--- src/rtl/ccwb_pkg.sv ---
// Shared types and constants for the color cube weighted blend.
package ccwb_pkg;

    localparam int PORT_COUNT       = 6;
    localparam int MAX_SOURCES      = 6;
    localparam int MAX_EDGE         = 64;
    localparam int BLOCK_TEXELS     = 16;
    localparam int WEIGHT_FRAC_BITS = 14;

    localparam int CELL_W    = 24;
    localparam int CHAN_W    = 8;
    localparam int CHANNELS  = 3;
    localparam int WEIGHT_W  = 16;
    localparam int PROD_W    = CHAN_W + WEIGHT_W;
    localparam int SUM_W     = PROD_W + $clog2(PORT_COUNT);
    localparam int COORD_W   = 6;
    localparam int EDGE_W    = 7;
    localparam int COUNT_W   = 3;
    localparam int CFG_IDX_W = 3;
    localparam int CFG_DAT_W = 16;
    localparam int TEXEL_W   = 32;
    localparam int IN_DATA_W  = PORT_COUNT * CELL_W;
    localparam int OUT_DATA_W = 56;

    localparam logic [CHAN_W-1:0]   CHANNEL_MAX  = 8'hFF;
    localparam logic [CHAN_W-1:0]   ALPHA_OPAQUE = 8'hFF;
    localparam logic [WEIGHT_W-1:0] WEIGHT_ONE   = WEIGHT_W'(1 << WEIGHT_FRAC_BITS);

    typedef enum logic [CFG_IDX_W-1:0] {
        REG_SOURCE_COUNT = 3'd0,
        REG_EDGE_SIZE    = 3'd1,
        REG_WEIGHT_A     = 3'd2,
        REG_WEIGHT_B     = 3'd3,
        REG_WEIGHT_C     = 3'd4,
        REG_WEIGHT_D     = 3'd5,
        REG_WEIGHT_E     = 3'd6,
        REG_WEIGHT_F     = 3'd7
    } cfg_reg_t;

    typedef logic [PROD_W-1:0] lane_prod_t [CHANNELS];

    typedef struct packed {
        logic [COORD_W-1:0] x;
        logic [COORD_W-1:0] y;
        logic [COORD_W-1:0] z;
        logic               done;
    } coord_t;

endpackage

--- src/rtl/ccwb_lane.sv ---
// One blend lane: scales the three channels of one source cell by its weight.
module ccwb_lane (
    input  logic                           aclk,
    input  logic                           load,
    input  logic [ccwb_pkg::CELL_W-1:0]    src_texel,
    input  logic [ccwb_pkg::WEIGHT_W-1:0]  weight,
    output ccwb_pkg::lane_prod_t           prod
);
    import ccwb_pkg::*;

    lane_prod_t prod_reg;

    always_ff @(posedge aclk) begin
        if (load) begin
            for (int ch = 0; ch < CHANNELS; ch++) begin
                prod_reg[ch] <= PROD_W'(src_texel[ch*CHAN_W +: CHAN_W]) * PROD_W'(weight);
            end
        end
    end

    assign prod = prod_reg;

endmodule

--- config.mk ---
export PLATFORM = sky130hd
export DESIGN_NAME = ccwb_lane
export DESIGN_NICKNAME = d
export VERILOG_FILES = /design/src/rtl/ccwb_pkg.sv /design/src/rtl/ccwb_lane.sv
export SDC_FILE = /design/constraint.sdc
export NUM_CORES = 1
export LEC_CHECK = 0
export BUFFER_PORTS_ARGS = -buffer_cell sky130_fd_sc_hd__buf_2
export CAP_MARGIN = 20
export CORE_AREA = 5 5 177 179
export DETAILED_ROUTE_END_ITERATION = 8
export DIE_AREA = 0 0 182 184
export PLACE_DENSITY = 0.78
export SLEW_MARGIN = 20
export SYNTH_ARGS = -nofsm -noshare
export SYNTH_HDL_FRONTEND = slang
export SYNTH_SLANG_ARGS = --single-unit
--- constraint.sdc ---
create_clock -name aclk -period 4.94 [get_ports aclk]
set_input_delay 0.741 -clock aclk [delete_from_list [all_inputs] [get_ports aclk]]
set_output_delay 0.741 -clock aclk [all_outputs]
set_load 0.005 [all_outputs]
## Yosys cells after proc, flatten, opt, wreduce, memory -nomap -nowiden

Cells that the tools add are included.

- Bits in read-only memories: 0
- Bits in writable memories: 0
- Register bits after elaboration: 72
- Output and inout port bits: 72
- Input port bits: 42
- Bits in latches: 0
- Word-level logic and storage cells: 6
- Memories kept: 0

- Add/sub/neg operators: 0
- Eq/ne operators: 0
- Shifts and indexed selects: 0
- Order comparisons: 0
- Divide/modulo/power cells: 0
- Muxes and demuxes: 0
- Reductions and logical operators: 0
- Bitwise logic cells: 0
- Multiply operators: 3

Operators with widths:

| kind | number |
|---|---|
| 8-bit by 16-bit multiplier with 24-bit output | 3 |

## Logic depth before layout (Yosys ltp)

- Depth after elaboration: 1
- Mapped depth: 17
- Gate-level depth less buffers: 16

## Worst setup path before layout

Ideal clock, no wire load.

- Path type: input to register
- Start: input weight[5] in the netlist's numbering
- End: register prod_reg, in the netlist prod[19] (data pin)
- Required time: 4681 ps
- Stages: 16
- Path slack: 155 ps
- Buffers on the path: 1
- Library setup time: 259 ps
- Arrival time: 4526 ps
- Cell sequence: clkbuf_1 nand2_1 fa_1 fa_1 inv_1 fa_1 inv_1 fa_1 inv_1 ha_1 a21oi_2 o21bai_2 o31a_1 o211ai_1 a21boi_0 o31a_1

- Word-level cells in the longest chain between the ends: 1

Ends and longest elaborated chain:

| what | RTL line | RTL |
|---|---|---|
| start, declared | ccwb_lane.sv:6 | `input logic [ccwb_pkg::WEIGHT_W-1:0] weight,` |
| 8-bit by 16-bit multiplier with 24-bit output | ccwb_lane.sv:16 | `prod_reg[ch] <= PROD_W'(src_texel[ch*CHAN_W +: CHAN_W]) * PROD_W'(weight);` |
| end signal, assigned by index | ccwb_lane.sv:16 |  |
| end, declared | ccwb_lane.sv:11 | `lane_prod_t prod_reg;` |

No other way between the ends.
A chain may end at the register's enable or synchronous reset.

## Final worst setup path

- Start: input weight[4] in the netlist's numbering
- End: register prod_reg, in the netlist prod[68] (data pin)

Same word-level chain as after synthesis.

==> run_results.csv <==
group,metric,value,unit
logic_synthesis,synth-edff-count,72,
critical_path,critPathMaxFanout,18,
floorplanning,die_w,182,µm
timing,rsz0062_at_grt,"no",
route,num_vias,10900,
layout,fillCellCount,2493,
route,drtPass1Iterations,5,
timing,fin_tns_setup,0,ns
run,maxCapViolCount,0,
layout,nNetsFinal,2168,
layout,syn_to_final_growth,15.7,%
grt,antenna_found_initial,1,
grt,grt_pass1_wl,57.0,mm
floorplanning,die_y,184,µm
place,placed_area,16600,µm²
clock_tree,post-cts-setup-buffers,0,
floorplanning,fp-row-count,63,
critical_path,critical_path_required,5.05,ns
clock_tree,clk_pin_slew_worst_paths,0.06,ns
logic_synthesis,synthFlopType,"edfxtp_1",
grt,grt_max_degree,73,
power,pwr_density_cell,499,nW/µm²
route,drc,0,
logic_synthesis,syn-num-nets,1958,
route,routedWlPerCell,15.1,µm
clock_tree,htree_levels,3,
critical_path,arrival,4.96,ns
layout,diodes,0,
timing,period_needed,4.85,ns
route,drt_iter0_drc,525,
logic_synthesis,netlist_area,14600,µm²
clock_tree,clk_path_buf_depth,2,
layout,final_common_cell,"and2_1",
status,status,"finished clean",
floorplanning,die-area,33500,µm²
critical_path,critPathKind,"input pin to flip-flop",
route,postRouteAntennaNets,0,
floorplanning,start_util,49.7,%
layout,largest_reg_flops,72,
timing,fmax,0.206,GHz
critical_path,setup.worst_path.end,"prod[68]$_DFFE_PP_",
place,gp_congestion,0.861,
logic_synthesis,ys_seq_area_share,14.8,%
floorplanning,design.portCount,114,
timing,relSlewSlack,36.8,%
logic_synthesis,ys_seq_elements,72,
logic_synthesis,yosysWarnings,0,
layout,layout_common_cells,"and2_1, inv_1, fa_1",
place,port_buffers,113,
layout,design_area,16900,µm²
clock_tree,cts_tree,"yes",
timing,finalCritPeriodShare,98.2,%
timing,finalSetupViolations,0,
grt,overflow,0,
critical_path,cp-end-kind,"flip-flop",
route,wirelength,32.2,mm
timing,hold_viol,0,
critical_path,cp-startpoint,"weight[4]",
timing,whs,0.885,ns
power,vdd_drop_max,0.376,mV
timing,worst_pin_slew,0.947,ns
grt,grt_usage,20.5,%
logic_synthesis,synth.distinct_cells,63,
clock_tree,cts_buffers,9,
power,leakagePower,8.58,nW
layout,drive_above_1_share,16.5,%
clock_tree,cts-root-buf,"clkbuf_16",
critical_path,start_kind,"input pin",
logic_synthesis,avgSynthCellArea,9.53,µm²
place,hpwl,26.7,mm
floorplanning,core,29400,µm²
clock_tree,clock_sinks,72,
timing,slew_violations,0,
worst_hold_path,hold_path_class,"input pin to flip-flop",
logic_synthesis,synth-async-reset-ratio,0,%
grt,grt_pass1_vias,12100,
route,vias_per_cell,5.08,
logic_synthesis,syn_inst,1532,
-- how the worst min path moves through the flow --
stage / startpoint / end / slack, ns / cells past startpoint
finish: src_texel[8] / prod[24]$_DFFE_PP_ / 0.88 / 2
global route: src_texel[8] / prod[24]$_DFFE_PP_ / 0.93 / 2
CTS: src_texel[16] / prod[0]$_DFFE_PP_ / 0.87 / 2
detailed placement: prod[60]$_DFFE_PP_ / prod[60] / 1.14 / 1
global placement: prod[26]$_DFFE_PP_ / prod[26] / 1.14 / 1
floorplan: load / prod[0]$_DFFE_PP_ / 0.85 / 0
-- worst max-delay path: stages --
cell	delay [ns]
clkbuf_4	0.22
buf_4	0.19
and2_1	0.15
fa_1	0.44
fa_1	0.47
fa_1	0.56
inv_1	0.05
fa_1	0.49
inv_1	0.05
ha_1	0.30
nor4_1	0.33
a21oi_1	0.14
a311oi_1	0.33
o21ai_1	0.17
a31oi_1	0.23
xnor2_1	0.09
-- cell usage after synthesis (all sizes together) (11+ instances only) --
library cell	n	area [µm²]
and2	319	2000
inv	307	1150
fa	252	5040
ha	132	1650
nand2	102	383
edfxtp	72	2160
a21oi	56	288
clkbuf	56	210
xnor2	40	350
nor2	23	86.3
o21ai	23	119
a21o	19	144
xor2	13	114
nand3	11	60.1
-- what timing repair did --
action / CTS / global route
hold buffers: 0 / 0
endpoints found under the setup margin: 0 / 5
gates resized for setup: 0 / 11
hold endpoints to repair: 0 / 0
-- area by class of cell --
| cell class | instances | area (µm²) | area share (%) |
|---|---|---|---|
| multi-input combinational | 1096 | 11100 | 65.6 |
| sequential | 72 | 2160 | 12.8 |
| timing repair buffer | 256 | 1720 | 10.2 |
| inverter | 307 | 1150 | 6.82 |
| tap | 390 | 488 | 2.89 |
| clock buffer | 11 | 233 | 1.38 |
| clock inverter | 5 | 47.5 | 0.282 |
-- metal layers --
layer / GRT usage (%) / share of wire [%]
met5: 0 / 0.062
met4: 5.91 / 1.9
met3: 3.38 / 4.2
met1: 25.8 / 43
met2: 36.7 / 50
-- report_power, final --
part           internal, W  total (W)  switching (W)
clock             0.000386   0.000653       0.000267
combinational      0.00317    0.00650        0.00332
sequential         0.00122    0.00127      0.0000577
total              0.00478    0.00842        0.00365
-- cell families (layout without fill, tap and decap cells) --
kind of cell	count (synthesis)	after routing	synth area share [%]
buffers and inverters	364	579	9.41
adders and majority gates	384	384	45.9
and+or+nand+nor	499	499	19.3
xor gates and xnor gates	53	53	3.18
DFF	72	72	14.8
AOI/OAI and AO/OA	159	159	7.38
muxes	1	1	0.0686
-- per-stage QoR --
step | total power (W) | worst slack [ns] | util, % | std cells
floorplan | 0.00552 | 0.155 | - | 1532
global placement | 0.00761 | -0.178 | 56.4 | 2121
detailed placement | 0.00776 | -0.270 | 56.4 | 2121
CTS | 0.00850 | 0.0834 | 57.3 | 2137
global route | 0.00944 | 0.00666 | 57.4 | 2137
finish | 0.00842 | 0.0903 | 57.4 | 2137
Note: power is estimated with default switching activity, not from simulation.
