## src/rtl/ccwb_pkg.sv

```systemverilog
// Shared types and constants for the color cube weighted blend.
package ccwb_pkg;

    localparam int PORT_COUNT       = 6;
    localparam int MAX_SOURCES      = 6;
    localparam int MAX_EDGE         = 64;
    localparam int BLOCK_TEXELS     = 16;
    localparam int WEIGHT_FRAC_BITS = 14;

    localparam int CELL_W    = 24;
    localparam int CHAN_W    = 8;
    localparam int CHANNELS  = 3;
    localparam int WEIGHT_W  = 16;
    localparam int PROD_W    = CHAN_W + WEIGHT_W;
    localparam int SUM_W     = PROD_W + $clog2(PORT_COUNT);
    localparam int COORD_W   = 6;
    localparam int EDGE_W    = 7;
    localparam int COUNT_W   = 3;
    localparam int CFG_IDX_W = 3;
    localparam int CFG_DAT_W = 16;
    localparam int TEXEL_W   = 32;
    localparam int IN_DATA_W  = PORT_COUNT * CELL_W;
    localparam int OUT_DATA_W = 56;

    localparam logic [CHAN_W-1:0]   CHANNEL_MAX  = 8'hFF;
    localparam logic [CHAN_W-1:0]   ALPHA_OPAQUE = 8'hFF;
    localparam logic [WEIGHT_W-1:0] WEIGHT_ONE   = WEIGHT_W'(1 << WEIGHT_FRAC_BITS);

    typedef enum logic [CFG_IDX_W-1:0] {
        REG_SOURCE_COUNT = 3'd0,
        REG_EDGE_SIZE    = 3'd1,
        REG_WEIGHT_A     = 3'd2,
        REG_WEIGHT_B     = 3'd3,
        REG_WEIGHT_C     = 3'd4,
        REG_WEIGHT_D     = 3'd5,
        REG_WEIGHT_E     = 3'd6,
        REG_WEIGHT_F     = 3'd7
    } cfg_reg_t;

    typedef logic [PROD_W-1:0] lane_prod_t [CHANNELS];

    typedef struct packed {
        logic [COORD_W-1:0] x;
        logic [COORD_W-1:0] y;
        logic [COORD_W-1:0] z;
        logic               done;
    } coord_t;

endpackage

```

## src/rtl/ccwb_scan.sv

```systemverilog
// Scan counters: x, y, z position of each destination texel, registered per request.
module ccwb_scan (
    input  logic                          aclk,
    input  logic                          aresetn,
    input  logic [ccwb_pkg::EDGE_W-1:0]   edge_size,
    input  logic                          step,
    output logic                          live,
    output ccwb_pkg::coord_t              coord
);
    import ccwb_pkg::*;

    logic [COORD_W-1:0] col_reg, col_next;
    logic [COORD_W-1:0] row_reg, row_next;
    logic [COORD_W-1:0] slc_reg, slc_next;
    coord_t             coord_reg;
    logic [EDGE_W-1:0]  edge_eff;
    logic [EDGE_W-1:0]  row_len;
    logic               last_x, last_y, last_z;

    always_comb begin
        edge_eff = (edge_size > EDGE_W'(MAX_EDGE)) ? EDGE_W'(MAX_EDGE) : edge_size;
        row_len  = edge_eff & ~EDGE_W'(BLOCK_TEXELS - 1);
        live     = (row_len != '0);
        last_x   = ({1'b0, col_reg} + EDGE_W'(1)) >= row_len;
        last_y   = ({1'b0, row_reg} + EDGE_W'(1)) >= edge_eff;
        last_z   = ({1'b0, slc_reg} + EDGE_W'(1)) >= edge_eff;

        col_next = col_reg;
        row_next = row_reg;
        slc_next = slc_reg;
        if (step) begin
            if (!last_x) begin
                col_next = col_reg + COORD_W'(1);
            end else begin
                col_next = '0;
                if (!last_y) begin
                    row_next = row_reg + COORD_W'(1);
                end else begin
                    row_next = '0;
                    slc_next = last_z ? '0 : slc_reg + COORD_W'(1);
                end
            end
        end
    end

    always_ff @(posedge aclk) begin
        if (!aresetn) begin
            col_reg <= '0;
            row_reg <= '0;
            slc_reg <= '0;
        end else begin
            col_reg <= col_next;
            row_reg <= row_next;
            slc_reg <= slc_next;
        end
    end

    // capture the position of the request as it enters the lanes
    always_ff @(posedge aclk) begin
        if (step) begin
            coord_reg.x    <= col_reg;
            coord_reg.y    <= row_reg;
            coord_reg.z    <= slc_reg;
            coord_reg.done <= last_x && last_y && last_z;
        end
    end

    assign coord = coord_reg;

endmodule

```

## config.mk

```make
export PLATFORM = sky130hd
export DESIGN_NAME = ccwb_scan
export DESIGN_NICKNAME = d
export VERILOG_FILES = /design/src/rtl/ccwb_pkg.sv /design/src/rtl/ccwb_scan.sv
export SDC_FILE = /design/constraint.sdc
export NUM_CORES = 1
export LEC_CHECK = 0
export ABC_AREA = 1
export ABC_CLOCK_PERIOD_IN_PS = 3080
export BUFFER_PORTS_ARGS = -buffer_cell sky130_fd_sc_hd__buf_4
export CAP_MARGIN = 10
export CORE_ASPECT_RATIO = 0.5
export CORE_MARGIN = 2
export CORE_UTILIZATION = 57
export DETAILED_ROUTE_END_ITERATION = 10
export PLACE_DENSITY = 0.79
export SETUP_SLACK_MARGIN = 0.05
export SLEW_MARGIN = 20
export SYNTH_ARGS = -nofsm -noshare
export SYNTH_HDL_FRONTEND = slang
export SYNTH_SLANG_ARGS = --single-unit
```

## constraint.sdc

```tcl
create_clock -name aclk -period 3.08 [get_ports aclk]
set_clock_uncertainty 0.2 [all_clocks]
set_input_delay 0.616 -clock aclk [delete_from_list [all_inputs] [get_ports aclk]]
set_output_delay 0.616 -clock aclk [all_outputs]
set_load 0.02 [all_outputs]
```

# [Word level (Yosys, flattened, before mapping)]
# Index checks and enable logic that the tools add are counted.
[totals] regBits=37 elab_cells=26
[classes] n_mux=4 n_addsub=6 magnitude_cmp=4 n_reduce_logical=5
[op_table] op="6-bit by 1-bit adder with 7-bit output, second input constant" count=3
[op_table] op="7-bit >= comparator" count=3
[op_table] op="6-bit by 1-bit adder with 6-bit output, second input constant" count=3
[op_table] op="6-bit two-way mux" count=3
[op_table] op="7-bit greater-than comparator, second input constant" count=1
[op_table] op="7-bit two-way mux" count=1
[op_table] op="7-bit nonzero test" count=1
[op_table] op="3-bit AND reduction" count=1
[op_table] op="1-bit logical AND" count=2
[op_table] op="2-bit AND reduction" count=1

# [Logic depth before layout (Yosys ltp)]
# Gate-level depths: netlist (run 1).
[logic_depth] word_depth=5 depth_mapped=17

# [Least setup slack after synthesis (run 1)]
# Ideal clock, no wire load.
[synth_timing] path_kind="input to register" start="input port edge_size[4] in the netlist's numbering" end="register coord_reg, in the netlist coord[0], data pin" path_slack_ns=0.614 cell_stages=14 arrival_ns=2.005 cell_sequence="nor2_1 > nand3_1 > nand2_1 > nand2_1 > ha_1 > a21boi_0 > o21ai_0 > nand2_1 > o21ai_0 > nand2_1 > nand2_1 > nand2_1 > nand2_1 > nor2_1"
[synth_between] elab_chain_cells=5
[synth_rtl] item="start: declaration" line="ccwb_scan.sv:5" source="input logic [ccwb_pkg::EDGE_W-1:0] edge_size,"
[synth_rtl] item="7-bit greater-than comparator" line="ccwb_scan.sv:21" source="edge_eff = (edge_size > EDGE_W'(MAX_EDGE)) ? EDGE_W'(MAX_EDGE) : edge_size;"
[synth_rtl] item="7-bit two-way mux (*)" line="ccwb_scan.sv:21"
[synth_rtl] item="7-bit >= comparator (on tied branches)" line="ccwb_scan.sv:24, ccwb_scan.sv:25"
[synth_rtl] item="1-bit logical AND" line="ccwb_scan.sv:64" source="coord_reg.done <= last_x && last_y && last_z;"
[synth_rtl] item="1-bit logical AND (*)" line="ccwb_scan.sv:64"
[synth_rtl] item="end: declaration" line="ccwb_scan.sv:15" source="coord_t coord_reg;"
# Mark *: on every way between the ends. The rest lies on a longest branch, timed or not.
# A chain may end at the register's enable or synchronous reset.

# [Final worst setup path (run 1)]
[layout_timing] start="register col_reg[0]" end="register slc_reg[2]"
[layout_between] elab_chain_cells=3
[layout_rtl] item="start: declaration" line="ccwb_scan.sv:12" source="logic [COORD_W-1:0] col_reg, col_next;"
[layout_rtl] item="start signal: assignment" line="ccwb_scan.sv:52" source="col_reg <= col_next;"
[layout_rtl] item="6-bit by 1-bit adder with 7-bit output" line="ccwb_scan.sv:24" source="last_x = ({1'b0, col_reg} + EDGE_W'(1)) >= row_len;"
[layout_rtl] item="7-bit >= comparator" line="ccwb_scan.sv:24"
[layout_rtl] item="3-bit AND reduction (no source line)"
[layout_rtl] item="end signal: assignment" line="ccwb_scan.sv:54" source="slc_reg <= slc_next;"
[layout_rtl] item="end: declaration" line="ccwb_scan.sv:14" source="logic [COORD_W-1:0] slc_reg, slc_next;"
# Every way passes these cells.

==> results.md, run 1 <==
* GRT Residual Overflow at 0
* Nature of the critical path endpoint: register
* Layout overhead on the synthesized area at 18.5%
* Depth of the CTS H-tree at 2
* Final hold slack at 0.270 ns
* Relative slew margins at 77.1%
* Fmax at 360 MHz
* Highest ir drop seen on vdd at 0.289 mV
* Weighted congestion at the end of routability-driven global placement at 0.831
* Diodes inserted at 0
* Count of state elements after synthesis at 37
* Crit path setup slack, layout at 0.304 ns
* Count of unique library cells instantiated by Yosys at 25
* Area of the multi-input gates at 1010 µm²
* Data required time at the worst endpoint at 3.11 ns
* Number of routed nets with antenna violations at 0
* Portion of the post-synthesis area used by sequential elements at 44.0%
* Pin slew with the least headroom to its limit at 0.343 ns
* Shortest period the worst path allows at 2.78 ns
* Final hold violations at 0
* Number of buffers created by CTS at 5
* Number of buffers added for setup after CTS at 0
* Flip-flop count of the largest register, all copies and words added at 19
* Design area at 2510 µm²
* Number of global-route vias before repair at 1630
* Number of antenna violations at the first check in global routing at 0
* Post-Synthesis Cells at 274
* Worst-path clk slew at 0.08 ns
* Kind of start point of the critical path: register
* TritonCTS sink count at 37
* Per-cell routed wire length at 12.6 µm
* Count of nets after finishing at 335
* Number of design rule violations left after detail routing at 0
* Clock tree from TritonCTS: yes
* Filler cells at 297
* Number of I/O port buffers at 29
* Wire length of the first global-routing pass at 7.36 mm
* Max Buffers Root-to-Sink at 2
* Count of cells along the worst register-to-register path at 17
* Synthesis Warnings at 0
* Class of the worst hold path: reg2reg
* Share of layout cells above drive strength 1 at 16.5%
* Arrival time worst endpoint at 2.81 ns
* Share of the synthesized area in the top cell type at 27.0%
* Boundary Pins at 30
* Total die area at 4240 µm²
* First drt pass iteration count at 5
* Setup repair after global routing missed its margin: no
* Number of rows created at floorplan at 15
* Dpl ws at 0.319 ns
* Total placed cells including tap cells at 353
* Starting density of the core at 60.6%
* Setup tns final at 0 ns
* Max-slew violation count at 0
* Leading cell type in the layout, fill and taps excluded: nand2_1
* Worst-skew pair later-pin latency at 0.30 ns
* CORE AREA at 3490 µm²
* Depth of the worst hold-timing path at 0
* Final worst-path cycle share at 90.1%
* Wirelength, routed at 4.56 mm
* Highest net fanout along the worst path at 7
* Non-Filler Instances at 361
* Post-cts repair resize count at 0
* Static Leakage at 1.20 nW
* Vias at 1863
* Cell type with the largest total area after synthesis: edfxtp_1
* Pin count of the biggest net entering global routing at 23
* Commonest cells after routing, fill and taps aside: nand2_1 (71), inv_1 (42), nor2_1 (35)
* Final Setup Violations at 0
* Power per standard cell area at 442 nW/µm²
* Startpoint-to-endpoint class of the critical path: reg2reg
* Overall fraction of global-route tracks in use at 22.9%
* Mapped Area at 2120 µm²
* Chip height at 47.1 µm
* Sequential standard cell area at 931 µm²
* Horizontal die dimension at 90.2 µm
* Via-to-Cell Ratio at 5.16
* Max-cap violation count at 0
* Post-Synthesis Net Count at 300
* Placed instance area at 2390 µm²
* Hold-fix buffers, CTS at 0
* Ranking of synthesized cells by area: edfxtp_1 (27%), dfxtp_1 (17%), nand2_1 (13%), ha_1 (9.5%), inv_1 (7.5%)
* Average size of a mapped cell at 7.72 µm²
* Clk Tree Root Cell: clkbuf_8
* Final HPWL from detailed placement at 3.39 mm
* Initial detailed-routing violation count at 97
* Outcome: finished, final reports clean
## Yosys cell counts
| cell type | n |
|---|---|
| a21oi_4 | 1 |
| nor2_1 | 35 |
| ha_1 | 16 |
| inv_2 | 2 |
| nand3_2 | 1 |
| nand4_1 | 2 |
| clkinv_1 | 1 |
| inv_1 | 42 |
| nor2_2 | 4 |
| nor3_1 | 2 |
| nand2_4 | 1 |
| dfxtp_1 | 18 |
| nand2_1 | 71 |
| nand3_1 | 23 |
| a21oi_1 | 11 |
| o21ai_1 | 4 |
| buf_2 | 1 |
| xor2_1 | 3 |
| o21ai_0 | 5 |
| xnor2_1 | 2 |
| nor3b_1 | 1 |
| a21boi_0 | 1 |
| edfxtp_1 | 19 |
| o21bai_1 | 3 |
| nand2_2 | 5 |
## path summary, 6_finish.rpt
kind	start	endpoint	slack (ns)
worst max-delay path	col_reg[0]$_SDFFE_PN0P_	slc_reg[2]$_SDFFE_PN0P_	0.30
worst min-delay path	slc_reg[4]$_SDFFE_PN0P_	coord[5]$_DFFE_PP_	0.27
worst max register to register	col_reg[0]$_SDFFE_PN0P_	slc_reg[2]$_SDFFE_PN0P_	0.30
worst min register to register	slc_reg[4]$_SDFFE_PN0P_	coord[5]$_DFFE_PP_	0.27
## cells by family (layout without fill, tap and decap cells)
group / Yosys count / in the layout / share of synthesized area (%)
buffers and inverters: 46 / 82 / 8.22
AND/OR/NAND/NOR: 145 / 145 / 29.3
adder cells (fa/ha/maj): 16 / 16 / 9.46
flip-flops: 37 / 37 / 44.0
XOR/XNOR: 5 / 5 / 2.07
AO/OA/AOI/OAI: 25 / 25 / 6.92
## per-stage QoR
stage               util [%]  total power (W)
CTS                     71.8          0.00111
detailed placement      68.5         0.000682
global route            71.8          0.00115
floorplan                  -         0.000631
global placement        68.5         0.000678
finish                  71.8          0.00111
## critical path: stages (launching register included)
cell and delay (ns):
dfxtp_1 0.47, ha_1 0.27, nand3_1 0.11, xor2_1 0.18, inv_1 0.07, ha_1 0.27, nand2_1 0.05, inv_1 0.04
nand2_1 0.04, nor2_1 0.12, nor2_1 0.05, nand2_1 0.07, nand2_2 0.09, nand2_2 0.13, nand2_2 0.14, nor2_2 0.22
nor2_1 0.06, nor2_1 0.11
## routing by layer
layer,wire length [µm],vias to the layer above,GRT usage [%]
met5,0,-,0
met4,71,0,6.77
met3,247,12,6.58
met2,2120,51,39.7
met1,2120,855,29.4
li1,-,945,-
## layout make-up
type,count,share of cell area [%]
clock buffer,5,2.74
timing repair buffer,29,8.68
tap,51,2.54
multi-input combinational,191,40.3
sequential,37,37.1
inverter,45,6.74
clock inverter,3,1.85
## where the power goes
group / internal [W] / switching, W
Sequential: 0.000532 / 0.0000104
Clock: 0.000242 / 0.000193
Combinational: 0.0000476 / 0.0000816
Total: 0.000822 / 0.000285
Power figures use the tool's default switching activity.
==> inputs of run 2 (changes only) <==
Settings changed: CORE_UTILIZATION 57 to 50, PLACE_DENSITY 0.79 to 0.71, SLEW_MARGIN 20 to 30.
==> results.md, run 2 (same netlist as run 1, synthesis figures left out) <==
* Shortest period the worst path allows at 2.72 ns (-0.0572 ns)
* Max Buffers Root-to-Sink at 2 (unchanged)
* Depth of the CTS H-tree at 2 (unchanged)
* TritonCTS sink count at 37 (unchanged)
* Max-cap violation count at 0 (unchanged)
* Clk Tree Root Cell: clkbuf_8
* Layout overhead on the synthesized area at 17.3%
* Fmax at 368 MHz (+2.1%)
* Filler cells at 362 (+22%)
* Final worst-path cycle share at 88.3% (-1.9 points)
* Horizontal die dimension at 96.0 µm (+6.5%)
* Sequential cell fraction of total power at 54.0% (+5.0 points)
* Number of routed nets with antenna violations at 0 (unchanged)
* Total internal power at 0.000736 W (-10%)
* Pin count of the biggest net entering global routing at 23 (unchanged)
* Total buffers and inverters traversed by the critical path at 2 (unchanged)
* CORE AREA at 3980 µm² (+14%)
* Share of layout cells above drive strength 1 at 16.1% (-0.32 points)
* Wire length of the first global-routing pass at 7.36 mm (unchanged)
* Ordered cell list for the critical path: ha_1 > nand3_1 > xor2_1 > inv_1 > ha_1 > nand2_1 > inv_1 > nand2_1 > nor2_1 > nor2_1 > nand2_1 > nand2_2 > nand2_2 > nand2_2 > nor2_2 > nor2_1 > nor2_1
* Number of design rule violations left after detail routing at 0 (unchanged)
* Total die area at 4800 µm² (+13%)
* Final hold violations at 0 (unchanged)
* Overall fraction of global-route tracks in use at 20.2% (-2.7 points)
* Data required time at the worst endpoint at 3.11 ns (about the same)
* Starting density of the core at 53.1% (-7.5 points)
* Switch Pwr at 0.000269 W (-5.7%)
* Hold-fix buffers, CTS at 0 (unchanged)
* Initial detailed-routing violation count at 90 (-7.2%)
* Boundary Pins at 30 (unchanged)
* Final HPWL from detailed placement at 3.33 mm (-1.6%)
* Number of buffers created by CTS at 5 (unchanged)
* Worst-skew pair later-pin latency at 0.30 ns (about the same)
* Vias at 1806 (-3.1%)
* Number of antenna violations at the first check in global routing at 0 (unchanged)
* Most Frequent Cell on Critical Path: nor2_1
* Number of buffers added for setup after CTS at 0 (unchanged)
* Clock group share of total power at 33.2% (-6.1 points)
* Cell with the largest stage delay on the worst path: dfxtp_1
* Class of the worst hold path: reg2reg
* Wirelength, routed at 4.42 mm (-3.0%)
* Worst path top cell family by delay: simple AND/OR/NAND/NOR gates
* Worst-path clk slew at 0.08 ns (about the same)
* Flip-flop count of the largest register, all copies and words added at 19 (unchanged)
* Relative slew margins at 78.3% (+1.2 points)
* Max-slew violation count at 0 (unchanged)
* Max incr delay on CP at 0.48 ns (about the same)
* Relative contribution of combinational cells to total power at 12.7% (+1.0 points)
* Static Leakage at 1.19 nW (-0.74%)
* Highest net fanout along the worst path at 7 (unchanged)
* Arrival time worst endpoint at 2.75 ns (-0.06 ns)
* GRT Residual Overflow at 0 (unchanged)
* Chip height at 50 µm (+6.2%)
* Nature of the critical path endpoint: register
* Total placed cells including tap cells at 356 (+0.85%)
* Setup tns final at 0 ns (unchanged)
* Non-Filler Instances at 364 (+0.83%)
* Number of rows created at floorplan at 16 (+1)
* Per-cell routed wire length at 12.1 µm (-3.8%)
* Final Setup Violations at 0 (unchanged)
* Weighted congestion at the end of routability-driven global placement at 0.857 (+3.1%)
* Number of global-route vias before repair at 1644 (+0.86%)
* Leading cell type in the layout, fill and taps excluded: nand2_1
* Highest ir drop seen on vdd at 0.193 mV (-33%)
* First drt pass iteration count at 4 (-1)
* Design area at 2480 µm² (-1.0%)
* Commonest cells after routing, fill and taps aside: nand2_1 (71), inv_1 (42), nor2_1 (35)
* Placed instance area at 2400 µm² (+0.16%)
* Clock tree from TritonCTS: yes
* Power per standard cell area at 405 nW/µm² (-8.3%)
* Count of nets after finishing at 335 (unchanged)
* Setup repair after global routing missed its margin: no
* Switching share of power at 26.7% (+0.99 points)
* Outcome: finished, final reports clean
* Diodes inserted at 0 (unchanged)
* Number of I/O port buffers at 29 (unchanged)
* Startpoint-to-endpoint class of the critical path: reg2reg
* Via-to-Cell Ratio at 4.96 (-3.9%)
* Kind of start point of the critical path: register
* Total power of the final layout at 0.00101 W (-9.2%)
* Post-cts repair resize count at 0 (unchanged)
* Pin slew with the least headroom to its limit at 0.325 ns (-0.0186 ns)
## run 2: cell types whose count changed in the layout (fill, tap and decap cells not counted)
| cell | delta |
|---|---|
| bufinv_16 | -1 |
| clkinvlp_4 | -1 |
| clkinv_1 | +1 |
| clkinv_2 | +1 |
## run 2: layout make-up
type	count	area, µm²	share of cell area, %
repair buffers	29	218	8.77
clock buffers	5	68.8	2.77
multi-input cells	191	1010	40.7
inverters	45	169	6.80
clock inverters	3	17.5	0.706
flip-flops and latches	37	931	37.5
well taps	54	67.6	2.72
## run 2: final timing paths
check | startpoint | endpoint | slack [ns] | cells after the start
worst max-delay path | col_reg[0]$_SDFFE_PN0P_ | slc_reg[2]$_SDFFE_PN0P_ | 0.36 | 17
worst min-delay path | slc_reg[4]$_SDFFE_PN0P_ | coord[5]$_DFFE_PP_ | 0.27 | 0
worst max register to register | col_reg[0]$_SDFFE_PN0P_ | slc_reg[2]$_SDFFE_PN0P_ | 0.36 | 17
worst min register to register | slc_reg[4]$_SDFFE_PN0P_ | coord[5]$_DFFE_PP_ | 0.27 | 0
## run 2: power by group through the flow
| stage | combinational [W] | sequential, W | clock (W) |
|---|---|---|---|
| after floorplan | 0.0000640 | 0.000567 | 0 |
| after global placement | 0.000126 | 0.000554 | 0 |
| after detailed placement | 0.000128 | 0.000554 | 0 |
| after CTS | 0.000129 | 0.000543 | 0.000343 |
| after global routing | 0.000145 | 0.000545 | 0.000359 |
| final | 0.000128 | 0.000543 | 0.000334 |
## run 2: per-stage QoR
step           setup WS (ns)  hold WS [ns]  util, %
4_1_cts                0.378         0.271     62.3
5_1_grt                0.116         0.281     62.3
3_3_place_gp           0.356         0.251     60.1
3_5_place_dp           0.319         0.246     60.1
2_1_floorplan          0.614         0.230        -
6_report               0.361         0.271     62.3
## run 2: per-layer routing
metal  up-vias  wire length (µm)  GRT usage, %
met5         -                 0             0
met4         0                38          5.71
met3         4               217          5.96
met2        37              2010          31.6
met1       820              2160          27.3
li1        945                 -             -
